`config.mk`:
```
export PLATFORM = sky130hd
export DESIGN_NAME = best_fit_segment_space_allocator
export DESIGN_NICKNAME = d
export VERILOG_FILES = /design/src/sv/bfssa_pkg.sv /design/src/sv/bfssa_table.sv /design/src/sv/best_fit_segment_space_allocator.sv
export SDC_FILE = /design/constraint.sdc
export NUM_CORES = 1
export LEC_CHECK = 0
export BUFFER_PORTS_ARGS = -buffer_cell sky130_fd_sc_hd__buf_2
export CAP_MARGIN = 25
export CORE_ASPECT_RATIO = 1.5
export CORE_MARGIN = 2
export CORE_UTILIZATION = 47
export CTS_CLUSTER_DIAMETER = 60
export DETAILED_ROUTE_END_ITERATION = 8
export PLACE_DENSITY = 0.65
export SYNTH_ARGS = -nofsm -noshare
export SYNTH_HDL_FRONTEND = slang
export SYNTH_SLANG_ARGS = --single-unit
```
`constraint.sdc`:
```
create_clock -name clk -period 7.3 [get_ports clk]
set_input_delay 0.73 -clock clk [delete_from_list [all_inputs] [get_ports clk]]
set_output_delay 0.73 -clock clk [all_outputs]
set_load 0.005 [all_outputs]
```
`src/sv/bfssa_pkg.sv`:
```
// Types and fixed constants of the best-fit segment space allocator.
// Has no dependencies; used by the top level, the checker and the testbench.
`timescale 1ns / 1ps

package bfssa_pkg;

  localparam int FIELD_W = 16;
  localparam int OFS_W = 17;
  localparam logic [FIELD_W-1:0] SEG_RESET = 16'd4096;

  typedef struct packed {
    logic [FIELD_W-1:0] block_size;
    logic [FIELD_W-1:0] new_container_id;
  } req_t;

  typedef struct packed {
    logic [FIELD_W-1:0] container_id;
    logic [FIELD_W-1:0] grant_offset;
    logic               created_new;
    logic               table_full_drop;
  } grant_t;

  typedef enum logic [9:0] {
    S_IDLE        = 10'b00_0000_0001,
    S_SRCH_RD     = 10'b00_0000_0010,
    S_SRCH_CHK    = 10'b00_0000_0100,
    S_REM_RD      = 10'b00_0000_1000,
    S_REM_WR      = 10'b00_0001_0000,
    S_SORT_KEY_RD = 10'b00_0010_0000,
    S_SORT_KEY    = 10'b00_0100_0000,
    S_SORT_CMP    = 10'b00_1000_0000,
    S_SORT_PUT    = 10'b01_0000_0000,
    S_FINISH      = 10'b10_0000_0000
  } state_t;

endpackage

```
`src/sv/bfssa_table.sv`:
```
// Entry table of the allocator: one write port and one registered read port.
// Standalone; instantiated by best_fit_segment_space_allocator.
`timescale 1ns / 1ps

module bfssa_table #(
  parameter int DEPTH = 16,
  parameter int WIDTH = 33,
  localparam int AW = (DEPTH > 1) ? $clog2(DEPTH) : 1
) (
  input  logic             clk,
  input  logic             we,
  input  logic [AW-1:0]    waddr,
  input  logic [WIDTH-1:0] wdata,
  input  logic [AW-1:0]    raddr,
  output logic [WIDTH-1:0] rdata
);

  logic [WIDTH-1:0] mem [DEPTH];

  always_ff @(posedge clk) begin
    if (we) begin
      mem[waddr] <= wdata;
    end
    rdata <= mem[raddr];
  end

endmodule

```
`src/sv/best_fit_segment_space_allocator.sv`:
```
// Top level of the best-fit segment space allocator: sequencer and result register.
// Depends on bfssa_pkg and bfssa_table.
//
//   channel   signals                     direction  payload
//   req       req_valid / req_ready        in         bfssa_pkg::req_t
//   grant     grant_valid / grant_ready    out        bfssa_pkg::grant_t
//   cfg       cfg_we                       in         cfg_wdata (segment size)
//
// One request is handled at a time on the single-read-port table. A request not below the
// segment size goes straight to the grant; otherwise entries are read and checked in order,
// and a new entry is appended (or dropped when the table is full) if none fits. A hit removes
// its entry when it is used up, moving the later entries up, then re-sorts the entries left
// by remaining space. A grant still waiting holds the finished request.
// Reset is synchronous and empties the table; the grant register lets the next
// request in while a grant waits, and a finished request waits for it to free.
`timescale 1ns / 1ps

module best_fit_segment_space_allocator #(
  parameter int TABLE_DEPTH = 16,
  parameter int ID_BITS = 16
) (
  input  logic              clk,
  input  logic              rst,
  input  logic              req_valid,
  output logic              req_ready,
  input  bfssa_pkg::req_t   req,
  output logic              grant_valid,
  input  logic              grant_ready,
  output bfssa_pkg::grant_t grant,
  input  logic              cfg_we,
  input  logic [15:0]       cfg_wdata
);

  localparam int FW = bfssa_pkg::FIELD_W;
  localparam int OW = bfssa_pkg::OFS_W;
  localparam int SW = (ID_BITS < FW) ? ID_BITS : FW;
  localparam int EW = SW + OW;
  localparam int IDX_W = (TABLE_DEPTH > 1) ? $clog2(TABLE_DEPTH) : 1;
  localparam int CNT_W = $clog2(TABLE_DEPTH + 1);

  bfssa_pkg::state_t state, state_next;
  logic [FW-1:0]    seg;
  logic [CNT_W-1:0] count, count_next;
  logic [CNT_W-1:0] k, k_next, i, i_next, j, j_next;
  logic [FW-1:0]    size;
  logic [SW-1:0]    nid;
  logic [EW-1:0]    key, key_next;
  bfssa_pkg::grant_t res, res_next;

  logic             we;
  logic [IDX_W-1:0] waddr, raddr;
  logic [EW-1:0]    wdata, rdata;

  logic [OW-1:0]    rd_off, new_off;
  logic [SW-1:0]    rd_id;
  logic [OW:0]      need;
  logic             fits, gone, below_seg, accept;
  logic [CNT_W-1:0] k_p1, j_p1, j_m1, j_m2, i_p1, i_m1;

  bfssa_table #(.DEPTH(TABLE_DEPTH), .WIDTH(EW)) u_table (
    .clk  (clk),
    .we   (we),
    .waddr(waddr),
    .wdata(wdata),
    .raddr(raddr),
    .rdata(rdata)
  );

  assign req_ready = (state == bfssa_pkg::S_IDLE);
  assign accept = req_valid && req_ready;
  assign below_seg = req.block_size < seg;

  assign rd_off = rdata[OW-1:0];
  assign rd_id = rdata[EW-1:OW];
  assign need = (OW+1)'(rd_off) + (OW+1)'(size);
  assign fits = (OW+1)'(seg) >= need;
  assign new_off = rd_off + OW'(size) + OW'(1);
  assign gone = new_off >= OW'(seg);

  assign k_p1 = k + CNT_W'(1);
  assign j_p1 = j + CNT_W'(1);
  assign j_m1 = j - CNT_W'(1);
  assign j_m2 = j - CNT_W'(2);
  assign i_p1 = i + CNT_W'(1);
  assign i_m1 = i - CNT_W'(1);

  always_comb begin
    state_next = state;
    count_next = count;
    k_next = k;
    i_next = i;
    j_next = j;
    key_next = key;
    res_next = res;
    we = 1'b0;
    waddr = '0;
    wdata = '0;
    raddr = '0;
    unique case (state)
      bfssa_pkg::S_IDLE: begin
        if (req_valid) begin
          res_next.container_id = FW'(req.new_container_id[SW-1:0]);
          res_next.grant_offset = '0;
          res_next.created_new = 1'b1;
          res_next.table_full_drop = 1'b0;
          k_next = '0;
          state_next = below_seg ? bfssa_pkg::S_SRCH_RD : bfssa_pkg::S_FINISH;
        end
      end
      bfssa_pkg::S_SRCH_RD: begin
        if (k < count) begin
          raddr = k[IDX_W-1:0];
          state_next = bfssa_pkg::S_SRCH_CHK;
        end else begin
          if (count < CNT_W'(TABLE_DEPTH)) begin
            we = 1'b1;
            waddr = count[IDX_W-1:0];
            wdata = {nid, OW'(size) + OW'(1)};
            count_next = count + CNT_W'(1);
          end else begin
            res_next.table_full_drop = 1'b1;
          end
          state_next = bfssa_pkg::S_FINISH;
        end
      end
      bfssa_pkg::S_SRCH_CHK: begin
        if (fits) begin
          res_next.container_id = FW'(rd_id);
          res_next.grant_offset = rd_off[FW-1:0];
          res_next.created_new = 1'b0;
          i_next = CNT_W'(1);
          if (gone) begin
            j_next = k;
            state_next = bfssa_pkg::S_REM_RD;
          end else begin
            we = 1'b1;
            waddr = k[IDX_W-1:0];
            wdata = {rd_id, new_off};
            state_next = bfssa_pkg::S_SORT_KEY_RD;
          end
        end else begin
          k_next = k_p1;
          state_next = bfssa_pkg::S_SRCH_RD;
        end
      end
      bfssa_pkg::S_REM_RD: begin
        if (j_p1 < count) begin
          raddr = j_p1[IDX_W-1:0];
          state_next = bfssa_pkg::S_REM_WR;
        end else begin
          count_next = count - CNT_W'(1);
          state_next = bfssa_pkg::S_SORT_KEY_RD;
        end
      end
      bfssa_pkg::S_REM_WR: begin
        we = 1'b1;
        waddr = j[IDX_W-1:0];
        wdata = rdata;
        j_next = j_p1;
        state_next = bfssa_pkg::S_REM_RD;
      end
      bfssa_pkg::S_SORT_KEY_RD: begin
        if (i < count) begin
          raddr = i[IDX_W-1:0];
          state_next = bfssa_pkg::S_SORT_KEY;
        end else begin
          state_next = bfssa_pkg::S_FINISH;
        end
      end
      bfssa_pkg::S_SORT_KEY: begin
        key_next = rdata;
        j_next = i;
        raddr = i_m1[IDX_W-1:0];
        state_next = bfssa_pkg::S_SORT_CMP;
      end
      bfssa_pkg::S_SORT_CMP: begin
        we = 1'b1;
        waddr = j[IDX_W-1:0];
        if (rd_off < key[OW-1:0]) begin
          wdata = rdata;
          j_next = j_m1;
          if (j == CNT_W'(1)) begin
            state_next = bfssa_pkg::S_SORT_PUT;
          end else begin
            raddr = j_m2[IDX_W-1:0];
          end
        end else begin
          wdata = key;
          i_next = i_p1;
          state_next = bfssa_pkg::S_SORT_KEY_RD;
        end
      end
      bfssa_pkg::S_SORT_PUT: begin
        we = 1'b1;
        waddr = j[IDX_W-1:0];
        wdata = key;
        i_next = i_p1;
        state_next = bfssa_pkg::S_SORT_KEY_RD;
      end
      bfssa_pkg::S_FINISH: begin
        if (!grant_valid || grant_ready) begin
          state_next = bfssa_pkg::S_IDLE;
        end
      end
      default: begin
        state_next = bfssa_pkg::S_IDLE;
      end
    endcase
  end

  always_ff @(posedge clk) begin
    if (rst) begin
      state <= bfssa_pkg::S_IDLE;
      count <= '0;
      seg <= bfssa_pkg::SEG_RESET;
      grant_valid <= 1'b0;
    end else begin
      state <= state_next;
      count <= count_next;
      if (cfg_we) begin
        seg <= cfg_wdata;
      end
      if (state == bfssa_pkg::S_FINISH && (!grant_valid || grant_ready)) begin
        grant_valid <= 1'b1;
      end else if (grant_ready) begin
        grant_valid <= 1'b0;
      end
    end
  end

  always_ff @(posedge clk) begin
    k <= k_next;
    i <= i_next;
    j <= j_next;
    key <= key_next;
    res <= res_next;
    if (accept) begin
      size <= req.block_size;
      nid <= req.new_container_id[SW-1:0];
    end
    if (state == bfssa_pkg::S_FINISH && (!grant_valid || grant_ready)) begin
      grant <= res;
    end
  end

endmodule

```
After elaboration in Yosys (flattened, before gate mapping):

Memory sizes are Yosys's and may differ from the RTL's. A register that Yosys moved wholly into a read port is not among the register bits.
Cells that the tools add are included.

* $add $sub $neg: 12
* $lt $le $gt $ge: 8
* equality and inequality tests: 23
* muxes and demuxes: 57
* reduce and logical (&&, ||, !) cells: 18

Operator list (count)
* $mux W33: 6
* $pmux W33 S5: 1
* $pmux W10 S10: 1
* $mux W10: 8
* $pmux W33 S2: 1
* $mux W5: 10
* $mux W4: 9
* $mux W34: 1
* $ne A2 B2 Y1 const B: 11
* $add A5 B1 Y5 const B: 4
* $pmux W4 S5: 1
* $pmux W5 S2: 2
* $pmux W5 S4: 1
* $add A17 B16 Y18: 1
* $ge A16 B18 Y1: 1
* $add A16 B1 Y17 const B: 1
* $add A17 B1 Y17 const B: 1
* $add A17 B16 Y17: 1
* $ge A17 B16 Y1: 1
* $lt A17 B17 Y1: 1
* $lt A16 B16 Y1: 1
* $lt A5 B5 Y1: 3
* $pmux W5 S3: 1
* $mux W6: 2
* other kinds (29): 48

* flip-flop bits (word level): 180
* memory bits (writable): 528
* bits of input ports: 53
* output and inout port bits: 36
* logic and storage cells: 137
* memories: 1

Memories
* u_table.mem: words 16, width 33, rd ports 1, clocked after Yosys merged registers in 1, wr ports 1, line bfssa_table.sv:18 `logic [WIDTH-1:0] mem [DEPTH];`

Depth between registers and ports, before layout:

Gate-level depths: netlist of run 1.

* depth in word-level cells: 8
* gate-level depth with buffers: 23
* gate-level depth less buffers: 21

Hierarchy:

From an unflattened synthesis of run 1, not the netlist that was laid out.

* cell total of the unflattened synthesis: 1885
* area, all modules: 31452.7 µm²

Modules (own cells, without submodules)
* bfssa_table: instances 1, cells an instance 864, area each 20631.0 µm², sequential area each 16515.8 µm²
* best_fit_segment_space_allocator: instances 1, cells an instance 1021, area each 10821.6 µm², sequential area each 5084.9 µm²

Worst setup path after synthesis of run 1:

OpenSTA, ideal clock, no wires.

* path kind: register to register
* start: register size[8]
* end: memory u_table.mem[8][0], enable pin
* library setup time: 0.507 ns
* arrival: 7.050 ns
* required time: 6.793 ns
* slack: -0.257 ns
* stages on the path, launching flop included: 18
* path buffers: 2
* period minus slack after synthesis: 7.557 ns
* path through: edfxtp_1 ha_1 clkbuf_1 and3_1 clkbuf_1 nand3_1 o21ai_0 xor2_1 ha_1 a21o_1 a221oi_1 o21ai_0 a41oi_1 o2111ai_2 nor4_2 nand2_1 o21a_1 nor4bb_1

* cells in the longest elaborated chain, start to end: 8
* elaborated cells on any way between the ends: 13
* classes of those cells: add/sub: 3; order compare: 2; mux: 8

RTL lines
* from (decl): line best_fit_segment_space_allocator.sv:45 `logic [FW-1:0] size;`
* from (signal assigned): line best_fit_segment_space_allocator.sv:238 `size <= req.block_size;`
* $add A17 B16 Y17: line best_fit_segment_space_allocator.sv:77 `assign new_off = rd_off + OW'(size) + OW'(1);`
* $add A17 B1 Y17: line best_fit_segment_space_allocator.sv:77
* $ge A17 B16 Y1: line best_fit_segment_space_allocator.sv:78 `assign gone = new_off >= OW'(seg);`
* $mux W1: line best_fit_segment_space_allocator.sv:132 `if (gone) begin`
* $mux W1: line best_fit_segment_space_allocator.sv:127 `if (fits) begin`
* $pmux W1 S3: line best_fit_segment_space_allocator.sv:99 `unique case (state)`
* $mux W1: line bfssa_table.sv:21 `if (we) begin`
* $mux W1 (implied by the code): line bfssa_table.sv:22 `mem[waddr] <= wdata;`
* to (decl): line bfssa_table.sv:18

Several ways; a longest one is shown, not always the timed one.

Worst setup path in the final report of run 1:

* start: register size[1]
* end: memory u_table.mem[7][7], enable pin

The elaborated chain is that of the path after synthesis.

==> run summary, run 1 <==
CTS tree: yes
Most common cell on crit path: a21o_1
Syn Inst Count: 2384
Setup Fix Bufs, Post-CTS: 0
ys async rst share: 0%
Syn Nets: 2545
area delta synth->final: 11.80%
CP Capture Type: flip-flop
Critical Path Source Type: flip-flop
outcome: completed
unrepaired setup endpoints after global routing: false
vias in the first global route: 20547
pre-CTS WS: 1.046 ns
Worst path slowest cell: nor2_4
GR peak layer: met2
Yosys top cell by area: edfxtp_1
Die Y: 325.0 um
met1 Usage GRT: 29.04%
Worst Path Class, Setup: reg2reg
Max Cap Violations: 0
detailed placement HPWL: 57010 um
Max Transition Viols Final: 0
Post-synth EDFFs: 676
share of cells above drive strength 1: 11.72%
Crit Path Max Fanout: 23
Avg Vias per Cell: 5.929
Seq cells post-synth: 741
Vias: 20219
CTS buffer count: 68
dpl cell area: 33800 um2
initial drt markers: 1662
deepest clock path buffer count: 3
Yosys warning count: 0
HP Class: in2reg
Least-Margin Pin Slew: 0.9675 ns
Skew-Pair Late Insertion Delay: 0.64 ns
setup violators final: 0
first-pass GRT wire length: 128800 um
Fill cells: 5599
largest net degree at the start of global routing: 133
DR pass1 iterations: 5
Die X: 218.0 um
I/O pin cnt: 89
Post-Layout Cell Count: 3410
htree depth: 3
setup TNS: 0 ns
critical path, cell by cell: ha_1 -> a21o_1 -> a21oi_1 -> o21bai_1 -> a21o_1 -> a31oi_1 -> xnor2_1 -> ha_1 -> and4_1 -> a221oi_1 -> a211o_1 -> o2111ai_2 -> nor4_4 -> a21o_1 -> nand3_1 -> nor2_4 -> buf_4
Final ANT Viol Nets: 0
grt ovf: 0
total routed wirelength: 86380 um
cell family with most CP delay: compound AO/OA/AOI/OAI gates
Fmax: 160.7 MHz
min cycle time layout: 6.222 ns
share of the synthesized area in the top cell type: 62.88%
clk sinks: 741
PnR worst setup slack: 1.078 ns
largest cells by area after synthesis: edfxtp_1 63%, nand2_1 4.9%, mux2i_1 4.6%
IO Port Bufs: 88
Peak VDD IR: 0.1805 mV
final hold vios: 0
Util after Layout: 53.14%
Core ar.: 67930 um2
final instance area: 36090 um2
gpl congestion: 0.8963
met3 Use GR: 2.805%
number of hold buffers added after CTS: 0
met2 usage: 43.51%
skew final: 0.02720 ns
LEAKAGE: 12.84 nW
post-CTS sizing: 0
register area share after synthesis: 66.91%
Placed Cells incl. Taps: 3287
Netlist Area Pre-Place: 32280 um2
top_reg_cell synth: edfxtp_1
Avg Cell Area, Syn: 13.54 um2
WP data arrival: 6.55 ns
Netlist cell types: 87
Max stage delay on crit path: 0.81 ns
drt wl/cell: 25.33 um
Die ar.: 70840 um2
commonest non-fill, non-tap cell in the layout: edfxtp_1
gr usage total: 24.46%
pwr dens: 250.2 nW/um2
worst path bufs/invs: 1
Initial Util: 47.53%
ANT cells: 0
std cell rows: 117
Tcrit/Tclk final: 85.23%
Final nets: 2627
Slew HR: 35.50%
initial antenna violation count: 0
worst endpoint required time: 7.63 ns
most frequent cells in the layout: 676 x edfxtp_1, 420 x nand2_1, 147 x mux2i_1
root buffer cell: clkbuf_16
Clock transition at path regs: 0.07 ns
Remaining DRCs: 0
-- logic make-up (layout without fill, tap and decap cells) --
logic type / after synthesis / after routing / share of synthesized area [%]
buf+inv: 192 / 326 / 2.957
flops: 741 / 741 / 66.91
simple gates: 724 / 724 / 10.26
fa+ha+maj: 108 / 108 / 4.255
xor+xnor: 57 / 57 / 1.546
compound gates: 415 / 415 / 9.511
mux: 147 / 147 / 4.558
-- metrics by stage --
step	hold slack (ns)	total power [mW]
6_report	0.2924	9.029
5_1_grt	0.2787	9.315
4_1_cts	0.2545	9.089
3_5_place_dp	0.4045	5.473
3_3_place_gp	0.4001	5.462
2_1_floorplan	0.4003	5.245
-- synth_stat cells (12+ instances only) --
library cell,instances
o22a_1,33
buf_4,16
xor2_1,31
mux2i_1,147
nor3_1,15
inv_1,66
xnor2_1,26
nand4_1,12
a21o_1,29
a22oi_1,20
and2_1,22
nand3_1,38
o21ai_0,47
dfxtp_1,65
buf_6,13
a221o_1,46
a31oi_1,74
edfxtp_1,676
o221ai_1,35
a21oi_1,54
buf_2,48
nand2_1,420
clkbuf_1,40
nor2_1,81
ha_1,105
and3_1,80
-- worst register-to-register path: cells and delay by family (launching register included) --
kind                     cells  cell delay [ns]
AO/OA/AOI/OAI                9             2.33
XOR/XNOR                     1             0.21
adder cells (fa/ha/maj)      2             0.64
buffers and inverters        1             0.35
flip-flops                   1             0.52
AND/OR/NAND/NOR              4             1.88
-- power by group --
part	internal, mW	switching [mW]	total, mW
Combinational	0.217	0.388	0.605
Clock	2.03	1.61	3.64
Sequential	4.71	0.0675	4.78
Total	6.96	2.07	9.03
-- registers in the layout (all words and copies together), names as in the netlist --
signal / cells
size: 16
i: 5
res: 34
k: 5
grant_valid: 1
count: 5
seg: 16
state: 10
j: 5
u_table.mem: 528
u_table.rdata: 33
nid: 16
grant: 34
key: 33
-- worst paths after layout --
| kind | slack, ns | cells after the start | startpoint | to |
|---|---|---|---|---|
| worst min-delay path | 0.29 | 1 | req[10] | nid[10]$_DFFE_PP_ |
| worst min register to register | 0.41 | 0 | res[27]$_DFFE_PP_ | grant[27]$_DFFE_PP_ |
| worst max-delay path | 1.08 | 17 | size[1]$_DFFE_PP_ | u_table.mem[7][7]$_DFFE_PP_ |
| worst max register to register | 1.08 | 17 | size[1]$_DFFE_PP_ | u_table.mem[7][7]$_DFFE_PP_ |
-- area by class of cell --
type                            count  area [um2]  area share, %
Clock inverter                     36       420.4          1.165
Timing Repair Buffer              136       928.4          2.572
Inverter                           68       255.2         0.7072
Clock buffer                       86        1842          5.103
Multi-Input combinational cell   1451        9930          27.51
Sequential cell                   741       21600          59.85
Tap cell                          892        1116          3.092
-- metal layers --
layer,up-vias,routed length [um]
li1,9144,-
met1,10193,33070
met2,697,44690
met3,185,4401
met4,0,4217
met5,-,0
Note: power is estimated with default switching activity, not from simulation.
==> run 2, diff against run 1 <==
==> constraint.sdc (replaced) <==
create_clock -name clk -period 7.3 [get_ports clk]
set_input_delay 0.365 -clock clk [delete_from_list [all_inputs] [get_ports clk]]
set_output_delay 0.365 -clock clk [all_outputs]
set_load 0.005 [all_outputs]
==> run 2 against run 1 <==
- fmax decreased by 0.18%
- sequential cell count unchanged
- critical path depth unchanged
- global-route usage increased by 0.13 points
- setup slack got worse by 0.011 ns
- sequential share of layout area decreased by 0.79 points
- register-to-register slack about the same
- non-clock buffer count increased by 48
- clock-buffer cell count unchanged
- sequential power about the same
- core utilization increased by 0.71 points
- largest power group unchanged
==> run summary, run 2 (same netlist as run 1, synthesis figures left out) <==
outcome: completed
LEAKAGE: 13.04 nW
area delta synth->final: 13.29%
setup violators final: 0
combinational group share of total power: 6.9%
ANT cells: 0
commonest non-fill, non-tap cell in the layout: edfxtp_1
vias in the first global route: 20768
Slew HR: 35.23%
CTS tree: yes
first-pass GRT wire length: 129400 um
R2R cell count: 17
total routed wirelength: 87000 um
Peak VDD IR: 0.1810 mV
Crit Path Max Fanout: 23
Core ar.: 67930 um2
Die X: 218.0 um
skew final: 0.02635 ns
Hold Path Stages: 3
min cycle time layout: 6.233 ns
drt wl/cell: 25.16 um
CTS buffer count: 68
Worst path slowest cell: nor2_4
Reg power frac: 52.8%
critical path, cell by cell: ha_1 -> a21o_1 -> a21oi_1 -> o21bai_1 -> a21o_1 -> a31oi_1 -> xnor2_1 -> ha_1 -> and4_1 -> a221oi_1 -> a211o_1 -> o2111ai_2 -> nor4_4 -> a21o_1 -> nand3_1 -> nor2_4 -> buf_4
Worst Path Class, Setup: reg2reg
HP Class: in2reg
gpl congestion: 0.8963
Critical Path Source Type: flip-flop
worst path bufs/invs: 1
worst endpoint required time: 7.63 ns
Setup Fix Bufs, Post-CTS: 0
initial antenna violation count: 0
clk sinks: 741
cell family with most CP delay: compound AO/OA/AOI/OAI gates
most frequent cells in the layout: 676 x edfxtp_1, 420 x nand2_1, 147 x mux2i_1
Most common cell on crit path: a21o_1
Initial Util: 47.53%
Reg with most FFs: u_table.mem
top flop regs: u_table.mem (528), grant (34), res (34)
initial drt markers: 1774
Die ar.: 70840 um2
Tcrit/Tclk final: 85.38%
clock power share: 40.3%
pwr dens: 247.7 nW/um2
largest net degree at the start of global routing: 133
share of cells above drive strength 1: 11.50%
Final ANT Viol Nets: 0
WP data arrival: 6.56 ns
WP depth: 17
Die Y: 325.0 um
Fmax: 160.4 MHz
I/O pin cnt: 89
setup TNS: 0 ns
unrepaired setup endpoints after global routing: false
detailed placement HPWL: 57010 um
final instance area: 36570 um2
Vias: 20420
IO Port Bufs: 88
final hold vios: 0
Sw Share: 22.95%
Remaining DRCs: 0
Skew-Pair Late Insertion Delay: 0.64 ns
Max Cap Violations: 0
deepest clock path buffer count: 3
std cell rows: 117
Final nets: 2675
Max Transition Viols Final: 0
Max stage delay on crit path: 0.81 ns
overall power: 9.059 mW
switching pwr: 2.079 mW
gr usage total: 24.59%
CP Capture Type: flip-flop
grt ovf: 0
root buffer cell: clkbuf_16
htree depth: 3
dpl cell area: 33800 um2
total internal power: 6.979 mW
Least-Margin Pin Slew: 0.9715 ns
max reg flops: 528
Avg Vias per Cell: 5.905
DR pass1 iterations: 6
Clock transition at path regs: 0.07 ns
run 2: cell types whose count changed in the layout (fill, tap and decap cells not counted):
cell,delta
dlygate4sd3_1,+48
run 2: path summary, 6_finish.rpt:
| path | start | end | slack, ns |
|---|---|---|---|
| hold reg to reg | res[27]$_DFFE_PP_ | grant[27]$_DFFE_PP_ | 0.41 |
| hold / removal | grant_ready | grant_valid$_SDFFE_PP0P_ | 0.09 |
| setup reg to reg | size[1]$_DFFE_PP_ | u_table.mem[7][6]$_DFFE_PP_ | 1.07 |
| setup / recovery | size[1]$_DFFE_PP_ | u_table.mem[7][6]$_DFFE_PP_ | 1.07 |
run 2: final cells by class:
cell class | count | area, um2
clock inverters | 36 | 420.4
inverters | 68 | 255.2
repair buffers | 184 | 1409
clock buffers | 86 | 1842
flip-flops and latches | 741 | 21600
well taps | 892 | 1116
multi-input cells | 1451 | 9930
fillers | 5551 | 31350
run 2: through the flow:
step	instances	setup slack [ns]	utilization (%)	hold slack, ns
after floorplan	2384	0.5466	-	0.4003
after global placement	3283	1.175	49.64	0.4001
after detailed placement	3287	1.046	49.76	0.4045
after CTS	3457	0.9912	53.80	0.06581
after global routing	3458	0.5541	53.84	0.1083
final	3458	1.067	53.84	0.09226
run 2: power by group through the flow:
stage	sequential (mW)	clock [mW]	combinational (mW)
after floorplan	4.84	0	0.402
after global placement	4.87	0	0.596
after detailed placement	4.87	0	0.603
after CTS	4.78	3.70	0.627
after global routing	4.79	3.86	0.691
final	4.78	3.65	0.626
run 2: worst reg2reg max path, delay by kind of cell, from the launching register on:
family	cells	cell delay, ns
xor+xnor	1	0.21
fa+ha+maj	2	0.64
flops	1	0.52
buf+inv	1	0.35
simple gates	4	1.87
compound gates	9	2.33
run 2: layer usage:
metal,track usage (%),part of all wire (%),up-vias
met2,43.87,52,693
met5,0,0,-
met3,2.861,5.0,187
met1,28.99,38,10302
li1,-,-,9238
met4,12.53,5.0,0
run 2: repair_timing:
item,in CTS,in global routing
resized for setup,0,0
endpoints found under the hold margin,50,0
hold buffers,48,0
==> run 3, diff against run 2 <==
- CORE_ASPECT_RATIO: 1.5 -> 1.4
==> run 3 against run 2 <==
- non-clock buffer count fell by 3
- clock-buffer cell count fell by 3
- sequential power about the same
- clock power is 2% lower
- sequential share of layout area rose by 0.22 points
- setup slack better by 0.0060 ns
- total power is 0.86% lower
- via count grew 0.16%
- critical path type unchanged
- largest cell class unchanged
==> run summary, run 3 (same netlist as run 1, synthesis figures left out) <==
outcome: completed
Max stage delay on crit path: 0.79 ns
drt wl/cell: 25.55 um
Tcrit/Tclk final: 85.30%
vias in the first global route: 20232
Clock transition at path regs: 0.06 ns
Least-Margin Pin Slew: 1.007 ns
Final ANT Viol Nets: 0
HP Class: in2reg
Max Cap Violations: 0
initial drt markers: 1637
post-CTS sizing: 0
Fmax: 160.6 MHz
min cycle time layout: 6.227 ns
deepest clock path buffer count: 3
top flop regs: u_table.mem (528), grant (34), res (34)
gr usage total: 24.70%
WP depth: 19
unrepaired setup endpoints after global routing: false
Reg2Reg Launch Point: size[1]$_DFFE_PP_
Peak VDD IR: 0.1646 mV
Worst path slowest cell: nor2_4
IO Port Bufs: 88
overall power: 8.981 mW
worst path bufs/invs: 1
Die ar.: 70830 um2
Avg Vias per Cell: 5.965
R2R cell count: 19
Critical Path Source Type: flip-flop
first-pass GRT wire length: 128800 um
Core ar.: 67870 um2
critical path, cell by cell: ha_1 -> a21o_1 -> a21oi_1 -> o21bai_1 -> a21o_1 -> a31oi_1 -> o21ai_0 -> xor2_1 -> ha_1 -> a21o_1 -> a21oi_1 -> o21ai_0 -> a41oi_1 -> o2111ai_2 -> nor4_4 -> a21o_1 -> nand3_1 -> nor2_4 -> buf_4
Final nets: 2673
Die Y: 314.1 um
CTS tree: yes
htree depth: 3
Remaining DRCs: 0
Setup crit start: size[1]$_DFFE_PP_
setup TNS: 0 ns
Most common cell on crit path: a21o_1
ANT cells: 0
total routed wirelength: 87610 um
area delta synth->final: 12.87%
clk sinks: 741
Worst Path Class, Setup: reg2reg
PnR worst setup slack: 1.073 ns
Die X: 225.5 um
Vias: 20453
largest net degree at the start of global routing: 133
skew final: 0.02411 ns
Util after Layout: 53.69%
Skew-Pair Late Insertion Delay: 0.62 ns
setup violators final: 0
r2r endpoint: u_table.mem[6][23]$_DFFE_PP_
Crit Path Max Fanout: 24
share of cells above drive strength 1: 11.45%
CP endpoint: u_table.mem[6][23]$_DFFE_PP_
CTS buffer count: 69
max reg flops: 528
Initial Util: 47.57%
worst endpoint required time: 7.63 ns
Setup Fix Bufs, Post-CTS: 0
CP Capture Type: flip-flop
most frequent cells in the layout: 676 x edfxtp_1, 420 x nand2_1, 147 x mux2i_1
pre-CTS WS: 1.078 ns
LEAKAGE: 13.03 nW
pwr dens: 246.5 nW/um2
std cell rows: 113
I/O pin cnt: 89
final hold vios: 0
root buffer cell: clkbuf_16
DR pass1 iterations: 6
grt ovf: 0
gpl congestion: 0.8863
WP data arrival: 6.56 ns
cell family with most CP delay: compound AO/OA/AOI/OAI gates
detailed placement HPWL: 57190 um
Slew HR: 32.87%
commonest non-fill, non-tap cell in the layout: edfxtp_1
Max Transition Viols Final: 0
FF-to-FF setup slack: 1.07 ns
initial antenna violation count: 2
Reg with most FFs: u_table.mem
==> run 3: layout make-up <==
cell class,count,area (um2)
clock buffers,83,1799
clock inverters,43,406.6
fillers,5513,31430
inverters,68,255.2
multi-input cells,1451,9931
flip-flops and latches,741,21600
well taps,862,1079
repair buffers,181,1366
==> run 3: where the power goes <==
part	internal (mW)	total [mW]	switching, mW
registers	4.71	4.79	0.0719
logic	0.234	0.630	0.397
clock network	1.99	3.57	1.58
total	6.94	8.98	2.04
==> run 3: what timing repair did <==
item                                    CTS  global route
endpoints found under the setup margin    0             0
endpoints found under the hold margin    45             0
hold buffers                             45             0
==> run 3: routing by layer <==
layer	wire length [um]	GRT usage [%]
met2	45510	44.10
met1	33740	29.88
met4	3546	10.40
met3	4807	3.435
met5	9	0
==> run 3: how the worst min path moves through the flow <==
stage | startpoint | end | slack [ns] | cells past startpoint
floorplan | res[0]$_DFFE_PP_ | grant[0]$_DFFE_PP_ | 0.40 | 0
global placement | res[20]$_DFFE_PP_ | grant[20]$_DFFE_PP_ | 0.40 | 0
detailed placement | res[31]$_DFFE_PP_ | grant[31]$_DFFE_PP_ | 0.40 | 0
CTS | req[13] | nid[13]$_DFFE_PP_ | 0.007 | 1
global route | req[27] | size[11]$_DFFE_PP_ | 0.005 | 1
finish | req[13] | nid[13]$_DFFE_PP_ | 0.03 | 1
==> run 3: metrics by stage <==
stage,instance area [um2],hold WS (ns),cells
after floorplan,32290,0.4003,2384
after global placement,33680,0.4002,3253
after detailed placement,33750,0.4045,3256
after CTS,36400,0.007248,3427
after global routing,36440,0.005268,3429
final,36440,0.02689,3429
